<file path="src/rtl/jcs_pkg.sv">
// Shared types, character codes and the per-byte judge function for the
// JSON comment stripper. No dependencies.
`timescale 1ns / 1ps

package jcs_pkg;

   localparam logic [7:0] CH_SLASH     = 8'h2F;
   localparam logic [7:0] CH_STAR      = 8'h2A;
   localparam logic [7:0] CH_NEWLINE   = 8'h0A;
   localparam logic [7:0] CH_QUOTE     = 8'h22;
   localparam logic [7:0] CH_BACKSLASH = 8'h5C;
   localparam logic [7:0] CH_NUL       = 8'h00;

   // output queue depth and pointer width
   localparam int OUT_DEPTH = 4;
   localparam int PTR_W     = $clog2(OUT_DEPTH);
   localparam int CNT_W     = $clog2(OUT_DEPTH + 1);

   typedef enum logic [1:0] {
      MODE_NORMAL = 2'd0,
      MODE_STRING = 2'd1,
      MODE_LINE   = 2'd2,
      MODE_BLOCK  = 2'd3
   } mode_type;

   typedef struct packed {
      logic [7:0] out_byte;
      logic       byte_present;
      logic       text_done;
   } entry_type;

   // up to two result entries per accepted byte; v1 implies v0
   typedef struct packed {
      logic      v0;
      entry_type e0;
      logic      v1;
      entry_type e1;
   } push_type;

   typedef struct packed {
      mode_type mode;
      logic     keep;
      logic     consumed;
   } judge_type;

   // Judge byte c against lookahead nx in the given mode.
   function automatic judge_type judge(input mode_type mode, input logic [7:0] c,
                                       input logic [7:0] nx, input logic prev_bs);
      judge_type r;
      r.mode     = mode;
      r.keep     = 1'b0;
      r.consumed = 1'b0;
      case (mode)
         MODE_LINE: begin
            if (c == CH_NEWLINE) begin
               r.mode = MODE_NORMAL;
               r.keep = 1'b1;
            end
         end
         MODE_BLOCK: begin
            if (c == CH_STAR && nx == CH_SLASH) begin
               r.mode     = MODE_NORMAL;
               r.consumed = 1'b1;
            end
         end
         MODE_NORMAL, MODE_STRING: begin
            if (mode == MODE_NORMAL && c == CH_SLASH && nx == CH_SLASH) begin
               r.mode     = MODE_LINE;
               r.consumed = 1'b1;
            end else if (mode == MODE_NORMAL && c == CH_SLASH && nx == CH_STAR) begin
               r.mode     = MODE_BLOCK;
               r.consumed = 1'b1;
            end else begin
               r.keep = 1'b1;
               if (c == CH_QUOTE && !prev_bs) begin
                  r.mode = (mode == MODE_NORMAL) ? MODE_STRING : MODE_NORMAL;
               end
            end
         end
         default: begin
            r.mode = MODE_NORMAL;
         end
      endcase
      return r;
   endfunction

endpackage

</file>
<file path="src/rtl/json_comment_stripper.sv">
// Top level of the JSON comment stripper: scanner plus result queue.
// Depends on jcs_pkg, jcs_scan and jcs_out_fifo.
`timescale 1ns / 1ps

// Strips // and /* */ comments from a JSON byte stream, one byte per
// transaction, req_tlast marking the final byte of a text. One byte is held
// back as lookahead, so a kept byte appears one transaction later; the final
// transaction flushes it and yields up to two results, the last carrying
// rsp_tlast (a bare end marker with rsp_tuser low if nothing was kept).
// A byte is taken every cycle while the four-entry result queue has two free
// slots; the queue drains one result a cycle and a text never yields more
// results than it has bytes (its first byte yields none unless it is also its
// last), so with rsp_tready held high req_tready never drops. Each result is
// registered in the queue before rsp_tvalid offers it.

module json_comment_stripper (
   input  logic       clock,
   input  logic       reset,
   input  logic       req_tvalid,
   output logic       req_tready,
   input  logic [7:0] req_tdata,   // [7:0] text_byte
   input  logic       req_tlast,   // text_end
   output logic       rsp_tvalid,
   input  logic       rsp_tready,
   output logic [7:0] rsp_tdata,   // [7:0] out_byte
   output logic       rsp_tuser,   // byte_present
   output logic       rsp_tlast    // text_done
);
   import jcs_pkg::*;

   push_type  push;
   entry_type out_entry;
   logic      room;
   logic      accept;

   assign req_tready = room;
   assign accept     = req_tvalid && room;

   jcs_scan u_scan (
      .clock     (clock),
      .reset     (reset),
      .in_accept (accept),
      .in_byte   (req_tdata),
      .in_last   (req_tlast),
      .push      (push)
   );

   jcs_out_fifo u_fifo (
      .clock     (clock),
      .reset     (reset),
      .push      (push),
      .room      (room),
      .out_valid (rsp_tvalid),
      .out_ready (rsp_tready),
      .out_entry (out_entry)
   );

   assign rsp_tdata = out_entry.out_byte;
   assign rsp_tuser = out_entry.byte_present;
   assign rsp_tlast = out_entry.text_done;

endmodule

</file>
<file path="src/rtl/jcs_scan.sv">
// Scanner: mode and lookahead state, judges the held byte against each new
// byte and emits up to two result entries. Depends on jcs_pkg.
`timescale 1ns / 1ps

module jcs_scan (
   input  logic            clock,
   input  logic            reset,
   input  logic            in_accept,
   input  logic [7:0]      in_byte,
   input  logic            in_last,
   output jcs_pkg::push_type push
);
   import jcs_pkg::*;

   mode_type   mode_ff, mode_in;
   logic [7:0] held_ff, held_in;
   logic       held_valid_ff, held_valid_in;
   logic       prev_bs_ff, prev_bs_in;

   judge_type  j1, j2;
   logic       b_prev_bs;
   logic       keep1, keep2, consumed;
   mode_type   mode1;

   always_comb begin
      b_prev_bs = (held_ff == CH_BACKSLASH);
      j1 = judge(mode_ff, held_ff, in_byte, prev_bs_ff);
      keep1    = held_valid_ff && j1.keep;
      consumed = held_valid_ff && j1.consumed;
      mode1    = held_valid_ff ? j1.mode : mode_ff;
      // final byte is judged with a NUL lookahead
      j2 = judge(mode1, in_byte, CH_NUL, b_prev_bs);
      keep2 = in_last && !consumed && j2.keep;

      push.v0 = in_accept && (keep1 || in_last);
      if (keep1) begin
         push.e0 = '{out_byte: held_ff, byte_present: 1'b1, text_done: in_last && !keep2};
      end else if (keep2) begin
         push.e0 = '{out_byte: in_byte, byte_present: 1'b1, text_done: 1'b1};
      end else begin
         push.e0 = '{out_byte: CH_NUL, byte_present: 1'b0, text_done: 1'b1};
      end
      push.v1 = in_accept && keep1 && keep2;
      push.e1 = '{out_byte: in_byte, byte_present: 1'b1, text_done: 1'b1};

      mode_in       = mode_ff;
      held_in       = held_ff;
      held_valid_in = held_valid_ff;
      prev_bs_in    = prev_bs_ff;
      if (in_accept) begin
         if (in_last) begin
            mode_in       = MODE_NORMAL;
            held_in       = CH_NUL;
            held_valid_in = 1'b0;
            prev_bs_in    = 1'b0;
         end else begin
            mode_in       = mode1;
            held_in       = in_byte;
            held_valid_in = !consumed;
            prev_bs_in    = b_prev_bs;
         end
      end
   end

   always_ff @(posedge clock) begin
      if (reset) begin
         mode_ff       <= MODE_NORMAL;
         held_ff       <= CH_NUL;
         held_valid_ff <= 1'b0;
         prev_bs_ff    <= 1'b0;
      end else begin
         mode_ff       <= mode_in;
         held_ff       <= held_in;
         held_valid_ff <= held_valid_in;
         prev_bs_ff    <= prev_bs_in;
      end
   end

endmodule

</file>
<file path="src/rtl/jcs_out_fifo.sv">
// Result queue: takes up to two entries a cycle, hands out one a cycle.
// Depends on jcs_pkg.
`timescale 1ns / 1ps

module jcs_out_fifo (
   input  logic              clock,
   input  logic              reset,
   input  jcs_pkg::push_type push,
   output logic              room,
   output logic              out_valid,
   input  logic              out_ready,
   output jcs_pkg::entry_type out_entry
);
   import jcs_pkg::*;

   entry_type         mem_ff [OUT_DEPTH];
   logic [PTR_W-1:0]  wr_ptr_ff, wr_ptr_in;
   logic [PTR_W-1:0]  rd_ptr_ff, rd_ptr_in;
   logic [CNT_W-1:0]  count_ff, count_in;
   logic [PTR_W-1:0]  wr_ptr_next;
   logic              pop;
   logic [CNT_W-1:0]  n_push;

   always_comb begin
      out_valid   = (count_ff != '0);
      out_entry   = mem_ff[rd_ptr_ff];
      // two free slots so a final byte can always push both results
      room        = (count_ff <= CNT_W'(OUT_DEPTH - 2));
      pop         = out_valid && out_ready;
      wr_ptr_next = wr_ptr_ff + PTR_W'(1);
      n_push      = CNT_W'(push.v0) + CNT_W'(push.v1);
      wr_ptr_in   = wr_ptr_ff + PTR_W'(n_push);
      rd_ptr_in   = rd_ptr_ff + PTR_W'(pop);
      count_in    = count_ff + n_push - CNT_W'(pop);
   end

   always_ff @(posedge clock) begin
      if (push.v0) begin
         mem_ff[wr_ptr_ff] <= push.e0;
      end
      if (push.v1) begin
         mem_ff[wr_ptr_next] <= push.e1;
      end
   end

   always_ff @(posedge clock) begin
      if (reset) begin
         wr_ptr_ff <= '0;
         rd_ptr_ff <= '0;
         count_ff  <= '0;
      end else begin
         wr_ptr_ff <= wr_ptr_in;
         rd_ptr_ff <= rd_ptr_in;
         count_ff  <= count_in;
      end
   end

endmodule

</file>
<file path="config.mk">
export PLATFORM = sky130hd
export DESIGN_NAME = json_comment_stripper
export DESIGN_NICKNAME = d
export VERILOG_FILES = /design/src/rtl/jcs_pkg.sv /design/src/rtl/json_comment_stripper.sv /design/src/rtl/jcs_scan.sv /design/src/rtl/jcs_out_fifo.sv
export SDC_FILE = /design/constraint.sdc
export NUM_CORES = 1
export LEC_CHECK = 0
export BUFFER_PORTS_ARGS = -buffer_cell sky130_fd_sc_hd__buf_2
export CAP_MARGIN = 0
export CORE_MARGIN = 2
export CORE_UTILIZATION = 54
export DETAILED_ROUTE_END_ITERATION = 10
export PLACE_DENSITY = 0.81
export RECOVER_POWER = 25
export SLEW_MARGIN = 20
export SYNTH_ARGS = -nofsm -noshare
export SYNTH_HDL_FRONTEND = slang
export SYNTH_SLANG_ARGS = --single-unit
</file>
<file path="constraint.sdc">
create_clock -name clock -period 3.4 [get_ports clock]
set_input_delay 0.17 -clock clock [delete_from_list [all_inputs] [get_ports clock]]
set_output_delay 0.17 -clock clock [all_outputs]
set_load 0.02 [all_outputs]
</file>
==> flow_summary_export.csv, run 1 <==
group,metric,value,unit
run_status,status,"completed",
power_and_ir_drop,p_leak,1.40,nW
power_and_ir_drop,combPwrFrac,32.0,%
global_routing,overflow,0,
setup_path,crit_required,3.62,ns
cts,htree_levels,3,
sta,timing.final.crit_share,99.0,%
power_and_ir_drop,power,2.60,mW
global_routing,antenna_found_initial,0,
sta,worst_slew_pin_slew,0.763,ns
power_and_ir_drop,sequentialPowerShare,38.3,%
power_and_ir_drop,p_switching,0.869,mW
power_and_ir_drop,internal-power,1.73,mW
setup_path,arrival,3.59,ns
sta,slew_headroom,49.1,%
cts,cts_root_buf,"clkbuf_8",
detailed_routing,wl_per_cell,20.4,um
finish,fillers,426,
logic_synthesis,ys.warnings.count,0,
logic_synthesis,synth_area,0.00325,mm2
global_routing,gr-usage-met1,36.6,%
power_and_ir_drop,peakVddDrop,0.409,mV
global_routing,grt_use_met2,46.5,%
setup_path,cp_slowest_cell,"or4b_1",
floorplan,die_h,81.6,um
logic_synthesis,ys_seq_area_share,46.2,%
cts,cts_buffers,9,
logic_synthesis,synth_seq_cells,59,
sta,setup_viol,0,
finish,area_growth,20.4,%
floorplan,die_w,81.6,um
detailed_routing,drcViolationCount,0,
place,dp_cells,422,
place,place.gp.congestion,0.943,
finish,multi_input_area,0.00171,mm2
logic_synthesis,async_flop_share,0,%
finish,final_area,0.00391,mm2
setup_path,path_max_fanout,4,
sta,max_freq,297,MHz
cts,clk_pin_slew_worst_paths,0.07,ns
detailed_routing,drt-initial-drc-count,486,
global_routing,grt_use_total,28.9,%
power_and_ir_drop,sw_frac_of_total,33.4,%
global_routing,grt_pass1_wl,14.1,mm
detailed_routing,drtPass1Iterations,7,
logic_synthesis,syn_inst,321,
logic_synthesis,synth_edf_count,32,
floorplan,dieArea,0.00666,mm2
detailed_routing,drt_wl_total,9.00,mm
sta,clock_skew,0.0117,ns
global_routing,busiest_layer,"met2",
sta,period_needed,3.37,ns
floorplan,coreArea,0.00589,mm2
cts,cts_tree,"done",
finish,layout.area.seq,0.00150,mm2
finish,instances_no_fill,440,
sta,slew_viol_final,0,
global_routing,first_global_vias,2750,
finish,fin_nets,380,
cts,clock_sinks,59,
logic_synthesis,synth_flop_cell,"edfxtp_1",
floorplan,rows,28,
logic_synthesis,synth_nets,341,
finish,num_antenna_cells,0,
setup_path,max_stage_delay,0.51,ns
setup_path,critPathLaunchType,"flip-flop",
detailed_routing,drtAntennaViolNets,0,
global_routing,grt_max_degree,29,
logic_synthesis,yosys.cell_types.count,51,
cts,clk_latency,0.35,ns
power_and_ir_drop,power_density,665,mW/mm2
sta,timing.final.hold_violations,0,
setup_path,critPathKind,"flip-flop to flip-flop",
job,drv_cap,0,
setup_path,end_kind,"flip-flop",
floorplan,start_util,55.2,%
place,port_buffers,24,
min_path,hold_path.class,"primary input to flip-flop",
setup_path,path_cells,"or4b_1 > or4_4 > or3_4 > a22o_4 > nand2_4 > nor3_2 > ha_2 > ha_2 > fa_2 > xor2_2 > xnor2_1 > nor2_1",
finish,drive_above_1_share,29.6,%
place,postPlaceCellArea,0.00360,mm2
cts,cts_buffer_depth,2,
power_and_ir_drop,power.share.clock,29.7,%
detailed_routing,num_vias,2938,
global_routing,grt_util_met3,8.02,%
sta,rsz0062_at_grt,"yes",
floorplan,ios,25,
place,place_hpwl,6.09,mm
detailed_routing,via_per_inst,6.68,
logic_synthesis,syn-mean-instance-area,10.1,um2
setup_path,cp_common_cell,"ha_2",
power by group through the flow:
stage               Sequential [mW]  Combinational (mW)  Clock (mW)
floorplan                     0.927               0.618           0
global route                   1.01               0.908       0.811
finish                        0.996               0.832       0.773
CTS                           0.993               0.804       0.772
global placement              0.991               0.768           0
detailed placement             1.01               0.793           0
worst max-delay path: cells and delay by family (launching register included):
family / cells / cell delay, ns
flops: 1 / 0.34
compound gates: 1 / 0.27
xor+xnor: 2 / 0.31
simple gates: 6 / 1.46
fa+ha+maj: 3 / 0.86
layer usage:
layer  wire length, um  part of all wire (%)
met1              3470                    39
met2              4400                    49
met3               893                   9.9
met4               235                   2.6
met5                 0                     0
state kept, by name, summed over array words and instances, names as in the netlist:
name / flops
u_fifo.count_ff: 3
u_fifo.mem_ff: 40
u_fifo.rd_ptr_ff: 2
u_fifo.wr_ptr_ff: 2
u_scan.held_ff: 8
u_scan.held_valid_ff: 1
u_scan.mode_ff: 2
u_scan.prev_bs_ff: 1
synth_stat cells (2+ instances only):
| master | number | area share (%) |
|---|---|---|
| nand2_1 | 31 | 3.6 |
| inv_1 | 7 | 0.81 |
| dfxtp_1 | 27 | 17 |
| nor2b_1 | 8 | 1.5 |
| o22ai_1 | 4 | 0.77 |
| a21oi_1 | 19 | 2.9 |
| or4b_1 | 2 | 0.62 |
| nor3_1 | 8 | 1.2 |
| o21ai_0 | 16 | 2.5 |
| a32o_1 | 15 | 4.6 |
| xnor2_1 | 4 | 1.1 |
| or3b_1 | 2 | 0.54 |
| nand3_1 | 9 | 1.4 |
| buf_2 | 4 | 0.62 |
| mux4_2 | 10 | 6.9 |
| o221ai_1 | 2 | 0.54 |
| clkbuf_1 | 21 | 2.4 |
| edfxtp_1 | 32 | 30 |
| nor2_1 | 32 | 3.7 |
| nand3b_1 | 3 | 0.69 |
| o21a_4 | 2 | 0.92 |
| and3_1 | 9 | 1.7 |
| ha_1 | 6 | 2.3 |
| o21ai_1 | 12 | 1.8 |
| xor2_1 | 2 | 0.54 |
| nand2b_1 | 2 | 0.38 |
| or3_1 | 4 | 0.77 |
| nand4_1 | 3 | 0.58 |
| o31ai_1 | 3 | 0.69 |
per-stage QoR:
stage,setup slack (ns),TNS (ns),hold WS (ns),util (%)
global placement,0.0818,0,0.453,61.1
detailed placement,0.00562,0,0.457,61.1
global route,-0.0628,-0.0628,0.237,66.5
CTS,0.0114,0,0.223,65.5
finish,0.0344,0,0.222,66.5
floorplan,-0.0152,-0.0152,0.401,-
cell type report:
cell class	instances	area share, %
multi-input combinational	230	43.6
sequential	59	38.4
timing repair buffer	53	8.63
clock buffer	11	4.16
tap	75	2.40
clock inverter	5	2.08
inverter	7	0.671
worst paths after layout:
check / from / to / slack, ns / depth (start not counted)
worst max-delay path: u_scan.held_ff[7] / u_fifo.count_ff[2] / 0.03 / 12
worst min-delay path: reset / u_scan.held_ff[2] / 0.22 / 2
worst max register to register: u_scan.held_ff[7] / u_fifo.count_ff[2] / 0.03 / 12
worst min register to register: u_fifo.mem_ff[0][1] / u_fifo.mem_ff[0][1] / 0.48 / 2
timing repair:
item,in CTS,in global routing
hold buffers,0,0
setup endpoints to repair,1,1
pin swaps,1,8
cloned,0,0
buffers inserted,0,2
gates resized for setup,1,12
cells in the final DEF (no fill, tap or decap), types with 2 or more instances in the layout:
| master | n |
|---|---|
| nand3b_1 | 3 |
| and3_1 | 9 |
| o31ai_1 | 3 |
| or4_4 | 2 |
| dfxtp_1 | 25 |
| nand2_1 | 30 |
| nor2b_1 | 8 |
| nand3_1 | 9 |
| o21ai_0 | 16 |
| nor2_2 | 2 |
| o21a_4 | 2 |
| ha_2 | 2 |
| nor2_1 | 31 |
| nand2b_1 | 2 |
| mux4_2 | 10 |
| a32o_1 | 15 |
| buf_4 | 29 |
| edfxtp_1 | 32 |
| nor3_2 | 2 |
| o22ai_1 | 4 |
| inv_1 | 5 |
| clkbuf_8 | 10 |
| ha_1 | 3 |
| nand4_1 | 3 |
| bufinv_16 | 2 |
| dfxtp_2 | 2 |
| xnor2_1 | 4 |
| or3_1 | 4 |
| buf_2 | 24 |
| a21oi_1 | 19 |
| or3b_1 | 2 |
| o21ai_1 | 11 |
| nor3_1 | 6 |
| inv_2 | 2 |
| clkinvlp_4 | 2 |
kinds of logic after synthesis:
logic type	count (synthesis)	share of synthesized area, %
flops	59	46.2
compound gates	81	18.5
simple gates	125	19.7
xor+xnor	6	1.62
buf+inv	32	3.85
fa+ha+maj	7	2.93
mux	11	7.24
No activity file was read; power rests on OpenSTA's default activity.
==> run 2, diff against run 1 <==
--- a/config.mk
+++ b/config.mk
@@ -10,6 +10,7 @@
 export CORE_MARGIN = 2
 export CORE_UTILIZATION = 54
 export DETAILED_ROUTE_END_ITERATION = 10
+export GPL_ROUTABILITY_DRIVEN = 1
 export PLACE_DENSITY = 0.81
 export RECOVER_POWER = 25
 export SLEW_MARGIN = 20
==> constraint.sdc (replaced) <==
create_clock -name clock -period 3.4 [get_ports clock]
set_input_delay 0.34 -clock clock [delete_from_list [all_inputs] [get_ports clock]]
set_output_delay 0.34 -clock clock [all_outputs]
set_load 0.02 [all_outputs]
==> run 2 against run 1 <==
  * Worst hold slack better by 0.16 ns
  * Clock power is 4.0% lower
  * Utilization is 0.085 points lower
  * First-iteration DRC count is 22% lower
  * Clock skew is 0.0033 ns lower
  * Sequential power is 0.5% lower
  * Combinational power is 1% lower
  * Via count is 1.6% lower
  * Global-route usage is 1.5 points lower
  * Setup slack better by 0.026 ns
  * Register-to-register slack better by 0.03 ns
  * Sequential share of layout area is 0.081 points higher
  * Largest cell class unchanged
  * Highest routed layer unchanged
==> flow_summary_export.csv, run 2 (same netlist as run 1, synthesis figures left out) <==
group,metric,value,unit
finish,fin_nets,384,
sta,slew_headroom,49.3,%
cts,clk_latency,0.34,ns
floorplan,die_h,81.6,um
run_status,status,"completed",
place,place.gp.congestion,1.00,
cts,cts_buffer_depth,2,
power_and_ir_drop,sequentialPowerShare,38.8,%
power_and_ir_drop,p_switching,0.843,mW
global_routing,antenna_found_initial,0,
global_routing,grt_pass1_wl,13.4,mm
global_routing,overflow,0,
power_and_ir_drop,power.share.clock,29.1,%
min_path,hold_path.class,"primary input to flip-flop",
finish,multi_input_area,0.00171,mm2
sta,clock_skew,0.00848,ns
detailed_routing,drtPass1Iterations,5,
sta,max_freq,299,MHz
sta,timing.final.hold_violations,0,
power_and_ir_drop,combPwrFrac,32.1,%
cts,clock_sinks,59,
setup_path,critPathKind,"flip-flop to flip-flop",
global_routing,grt_max_degree,29,
sta,setup_viol,0,
finish,largest_reg_flops,40,
finish,top_register,"u_fifo.mem_ff",
detailed_routing,num_vias,2891,
floorplan,die_w,81.6,um
setup_path,crit_required,3.62,ns
sta,slew_viol_final,0,
power_and_ir_drop,power,2.55,mW
job,drv_cap,0,
floorplan,coreArea,0.00589,mm2
cts,cts_root_buf,"clkbuf_8",
place,dp_cells,427,
place,port_buffers,24,
detailed_routing,wl_per_cell,19.3,um
cts,clk_pin_slew_worst_paths,0.07,ns
finish,layout.area.seq,0.00151,mm2
power_and_ir_drop,power_density,653,mW/mm2
finish,reg_top3,"u_fifo.mem_ff (40), u_scan.held_ff (8), u_fifo.count_ff (3)",
floorplan,start_util,55.2,%
cts,cts_buffers,9,
setup_path,path_max_fanout,3,
cts,cts-hold-fix-buffers,0,
setup_path,critPathLaunchType,"flip-flop",
finish,num_antenna_cells,0,
finish,instances_no_fill,444,
finish,fillers,441,
finish,drive_above_1_share,25.2,%
detailed_routing,drt-initial-drc-count,379,
floorplan,dieArea,0.00666,mm2
cts,cts_tree,"done",
sta,worst_slew_pin_slew,0.759,ns
floorplan,ios,25,
detailed_routing,via_per_inst,6.51,
global_routing,grt_use_total,27.3,%
detailed_routing,drcViolationCount,0,
power_and_ir_drop,sw_frac_of_total,33.0,%
power_and_ir_drop,internal-power,1.71,mW
power_and_ir_drop,p_leak,1.38,nW
finish,area_growth,20.2,%
global_routing,first_global_vias,2714,
cts,htree_levels,3,
setup_path,end_kind,"flip-flop",
sta,timing.final.crit_share,98.2,%
detailed_routing,drt_wl_total,8.57,mm
finish,final_cell_mix,"32 x nor2_1, 32 x edfxtp_1, 30 x nand2_1, 30 x buf_4, 24 x dfxtp_1",
detailed_routing,drtAntennaViolNets,0,
sta,period_needed,3.34,ns
setup_path,arrival,3.56,ns
power_and_ir_drop,peakVddDrop,0.394,mV
floorplan,rows,28,
place,place_hpwl,5.88,mm
## run 2: what timing repair did
action	4_1_cts	5_1_grt
buffers inserted	0	1
hold endpoints to repair	0	0
pin swaps	1	6
gates resized for setup	1	10
setup endpoints to repair	1	1
## run 2: power groups by stage
stage | Sequential [mW] | Combinational (mW) | Clock [mW]
2_1_floorplan | 0.927 | 0.618 | 0
3_3_place_gp | 0.987 | 0.773 | 0
3_5_place_dp | 1.00 | 0.797 | 0
4_1_cts | 0.989 | 0.807 | 0.750
5_1_grt | 1.01 | 0.890 | 0.781
6_report | 0.991 | 0.820 | 0.742
## run 2: per-layer routing
metal / vias up / routed length, um / GRT usage [%] / share of wire [%]
li1: 1290 / - / - / -
met1: 1358 / 3300 / 33.9 / 38
met2: 194 / 4080 / 44.8 / 48
met3: 49 / 836 / 7.36 / 9.8
met4: 0 / 359 / 12.0 / 4.2
met5: - / 0 / 0 / 0
## run 2: final cells by class
cell class / count / share of cell area [%]
well taps: 75 / 2.40
clock inverters: 7 / 2.72
multi-input cells: 230 / 43.7
clock buffers: 9 / 3.17
flip-flops and latches: 59 / 38.5
inverters: 7 / 0.672
repair buffers: 57 / 8.87
## run 2: through the flow
stage	hold WS (ns)	utilization (%)	setup slack (ns)	setup TNS, ns	instance area, um2
finish	0.379	66.4	0.0607	0	3910
global route	0.386	66.4	-0.0221	-0.0221	3910
CTS	0.372	65.9	0.00142	0	3880
detailed placement	0.482	61.8	-0.175	-0.175	3630
global placement	0.451	61.8	-0.0870	-0.0870	3630
floorplan	0.434	-	-0.0152	-0.0152	3280
## run 2: worst max-delay path, stage by stage, from the launching register on
cell      delay, ns
dfxtp_2        0.33
or4b_4         0.45
or4_4          0.59
o221ai_4       0.18
a22o_4         0.18
nand2_2        0.07
nor3_4         0.16
ha_4           0.17
inv_1          0.04
ha_1           0.26
inv_1          0.05
fa_2           0.34
xor2_2         0.16
xnor2_1        0.19
nor2_1         0.05
## run 2: worst paths after layout
kind / startpoint / to / slack [ns] / cells after the start
setup / recovery: u_scan.held_ff[1] / u_fifo.count_ff[2] / 0.06 / 14
setup reg to reg: u_scan.held_ff[1] / u_fifo.count_ff[2] / 0.06 / 14
hold / removal: reset / u_scan.held_valid_ff / 0.38 / 2
hold reg to reg: u_fifo.mem_ff[3][0] / u_fifo.mem_ff[3][0] / 0.50 / 2
==> run 3, diff against run 2 <==
--- a/config.mk
+++ b/config.mk
@@ -7,6 +7,7 @@
 export LEC_CHECK = 0
 export BUFFER_PORTS_ARGS = -buffer_cell sky130_fd_sc_hd__buf_2
 export CAP_MARGIN = 0
+export CORE_ASPECT_RATIO = 0.5
 export CORE_MARGIN = 2
 export CORE_UTILIZATION = 54
 export DETAILED_ROUTE_END_ITERATION = 10
==> run 3 against run 2 <==
  * Utilization grew 5.2 points
  * Critical endpoint unchanged
  * Largest cell class unchanged
  * Largest power group unchanged
  * Via count up 3.6%
  * Clock skew shrank 0.0028 ns
  * Critical path depth down 2
  * Sequential share of layout area shrank 1.2 points
  * Routed wire length rose by 7.8%
  * Setup slack lost 0.040 ns
  * Global-route usage is 1.9 points higher
==> flow_summary_export.csv, run 3 (same netlist as run 1, synthesis figures left out) <==
group,metric,value,unit
min_path,hold_path.class,"primary input to flip-flop",
finish,num_antenna_cells,0,
place,place.gp.congestion,1.05,
detailed_routing,via_per_inst,6.71,
setup_path,arrival,3.59,ns
sta,setup-tns-final,0,ns
run_status,status,"completed",
setup_path,critPathKind,"flip-flop to flip-flop",
detailed_routing,drt_wl_total,9.24,mm
global_routing,first_global_vias,2842,
setup_path,crit_required,3.61,ns
cts,cts_buffer_depth,2,
power_and_ir_drop,power,2.83,mW
global_routing,overflow,0,
global_routing,gr-usage-met1,36.7,%
detailed_routing,wl_per_cell,20.7,um
finish,top_register,"u_fifo.mem_ff",
cts,clk_latency,0.33,ns
power_and_ir_drop,combPwrFrac,30.0,%
cts,cts-hold-fix-buffers,0,
floorplan,dieArea,0.00669,mm2
detailed_routing,drtAntennaViolNets,0,
floorplan,ios,25,
floorplan,coreArea,0.00563,mm2
setup_path,critPathLaunchType,"flip-flop",
setup_path,cp_top_family,"simple AND/OR/NAND/NOR gates",
setup_path,max_stage_delay,0.51,ns
power_and_ir_drop,peakVddDrop,0.422,mV
setup_path,reg2reg_depth,12,
global_routing,antenna_found_initial,0,
job,drv_cap,0,
power_and_ir_drop,power.share.clock,34.9,%
setup_path,worst-path-buf-inv,0,
global_routing,grt_use_met2,45.9,%
detailed_routing,drt-initial-drc-count,369,
setup_path,cp_slowest_cell,"or4b_1",
finish,drive_above_1_share,30.3,%
sta,timing.final.hold_violations,0,
cts,cts_buffers,9,
floorplan,start_util,57.7,%
cts,clk_pin_slew_worst_paths,0.06,ns
sta,worst_slew_pin_slew,0.801,ns
min_path,min_from,"reset",
setup_path,r2r_start,"u_scan.held_ff[4]",
setup_path,path_cells,"or4b_1 > or4_4 > or3_4 > a22o_4 > nand2_2 > nor3_2 > ha_2 > ha_1 > fa_2 > xor2_2 > xnor2_1 > nor2_1",
finish,reg_top3,"u_fifo.mem_ff (40), u_scan.held_ff (8), u_fifo.count_ff (3)",
global_routing,grt_pass1_wl,14.2,mm
cts,cts_root_buf,"clkbuf_16",
min_path,min_path_cells,2,
finish,final_cell_mix,"37 x buf_4, 32 x edfxtp_1, 31 x nor2_1",
sta,setup_viol,0,
place,place_hpwl,6.19,mm
global_routing,grt_max_degree,29,
global_routing,grt_util_met3,9.78,%
power_and_ir_drop,p_switching,0.921,mW
sta,rsz0062_at_grt,"yes",
finish,utilization,71.6,%
cts,htree_levels,3,
global_routing,grt_use_total,29.3,%
detailed_routing,drtPass1Iterations,7,
sta,hold_ws,0.404,ns
floorplan,die_h,58.9,um
floorplan,die_w,114,um
detailed_routing,num_vias,2994,
power_and_ir_drop,internal-power,1.91,mW
finish,fin_nets,388,
sta,max_freq,296,MHz
power_and_ir_drop,power_density,702,mW/mm2
sta,timing.final.crit_share,99.4,%
finish,layout_commonest_cell,"buf_4",
power_and_ir_drop,sequentialPowerShare,35.1,%
power_and_ir_drop,sw_frac_of_total,32.5,%
sta,clock_skew,0.00569,ns
power_and_ir_drop,p_leak,1.48,nW
finish,largest_reg_flops,40,
detailed_routing,drcViolationCount,0,
setup_path,path_max_fanout,4,
setup_path,ff2ff_setup_slack,0.02,ns
floorplan,rows,19,
cts,clock_sinks,59,
global_routing,busiest_layer,"met2",
place,port_buffers,24,
sta,slew_headroom,46.5,%
cts,cts_tree,"done",
setup_path,rr_endpoint,"u_fifo.count_ff[2]",
min_path,hold_end,"u_fifo.wr_ptr_ff[1]",
setup_path,end_kind,"flip-flop",
sta,period_needed,3.38,ns
sta,slew_viol_final,0,
finish,area_growth,24.1,%
## run 3: changes by cell type in the layout (fill, tap and decap cells not counted), moves of 3 or more
cell | previous run | this run
buf_2 | 13 | 23
buf_4 | 30 | 37
clkbuf_8 | 9 | 0
clkbuf_16 | 0 | 9
clkinv_1 | 3 | 0
clkbuf_1 | 13 | 1
## run 3: layer usage
metal  vias to the layer above  share of wire, %
li1                       1301                 -
met1                      1415                39
met2                       235                46
met3                        43                12
met4                         0               2.6
met5                         -                 0
## run 3: power groups by stage
| stage | clock (mW) | sequential (mW) | combinational [mW] |
|---|---|---|---|
| finish | 0.986 | 0.993 | 0.850 |
| global route | 1.02 | 1.01 | 0.916 |
| CTS | 0.991 | 0.986 | 0.834 |
| detailed placement | 0 | 1.00 | 0.823 |
| global placement | 0 | 0.988 | 0.794 |
| floorplan | 0 | 0.927 | 0.618 |
## run 3: per-stage QoR
step	setup WS (ns)	std cells	cell area [um2]
after detailed placement	-0.188	428	3650
after global placement	-0.0883	428	3650
after CTS	0.0337	446	4010
after global routing	-0.113	446	4030
final	0.0211	446	4030
after floorplan	-0.0152	321	3280
## run 3: worst max-delay path by stage
stage                                 start            endpoint  cells after the start
final                     u_scan.held_ff[4]  u_fifo.count_ff[2]                     12
after global routing      u_scan.held_ff[7]  u_fifo.count_ff[2]                     14
after CTS                 u_scan.held_ff[1]  u_fifo.count_ff[2]                     14
after detailed placement       req_tdata[4]  u_fifo.count_ff[2]                     15
after global placement         req_tdata[4]  u_fifo.count_ff[2]                     13
after floorplan           u_scan.held_ff[7]  u_fifo.count_ff[2]                     12
## run 3: area by class of cell
cell class | count | area [um2]
Inverter | 7 | 26.3
Tap cell | 73 | 91.3
Timing Repair Buffer | 61 | 397
Clock inverter | 7 | 100
Fill cell | 368 | 1600
Clock buffer | 9 | 225
Multi-Input combinational cell | 230 | 1690
Sequential cell | 59 | 1500
## run 3: repair_timing
action,4_1_cts,5_1_grt
setup buffers,2,0
endpoints found under the hold margin,0,0
resized for setup,3,6
pin swaps,5,3
setup endpoints to repair,1,9
## run 3: worst reg2reg max path, cell delays in order (launching register included)
cell and delay (ns):
dfxtp_1 0.33, or4b_1 0.51, or4_4 0.45, or3_4 0.36
a22o_4 0.27, nand2_2 0.09, nor3_2 0.04, ha_2 0.30
ha_1 0.20, fa_2 0.36, xor2_2 0.16, xnor2_1 0.16
nor2_1 0.05
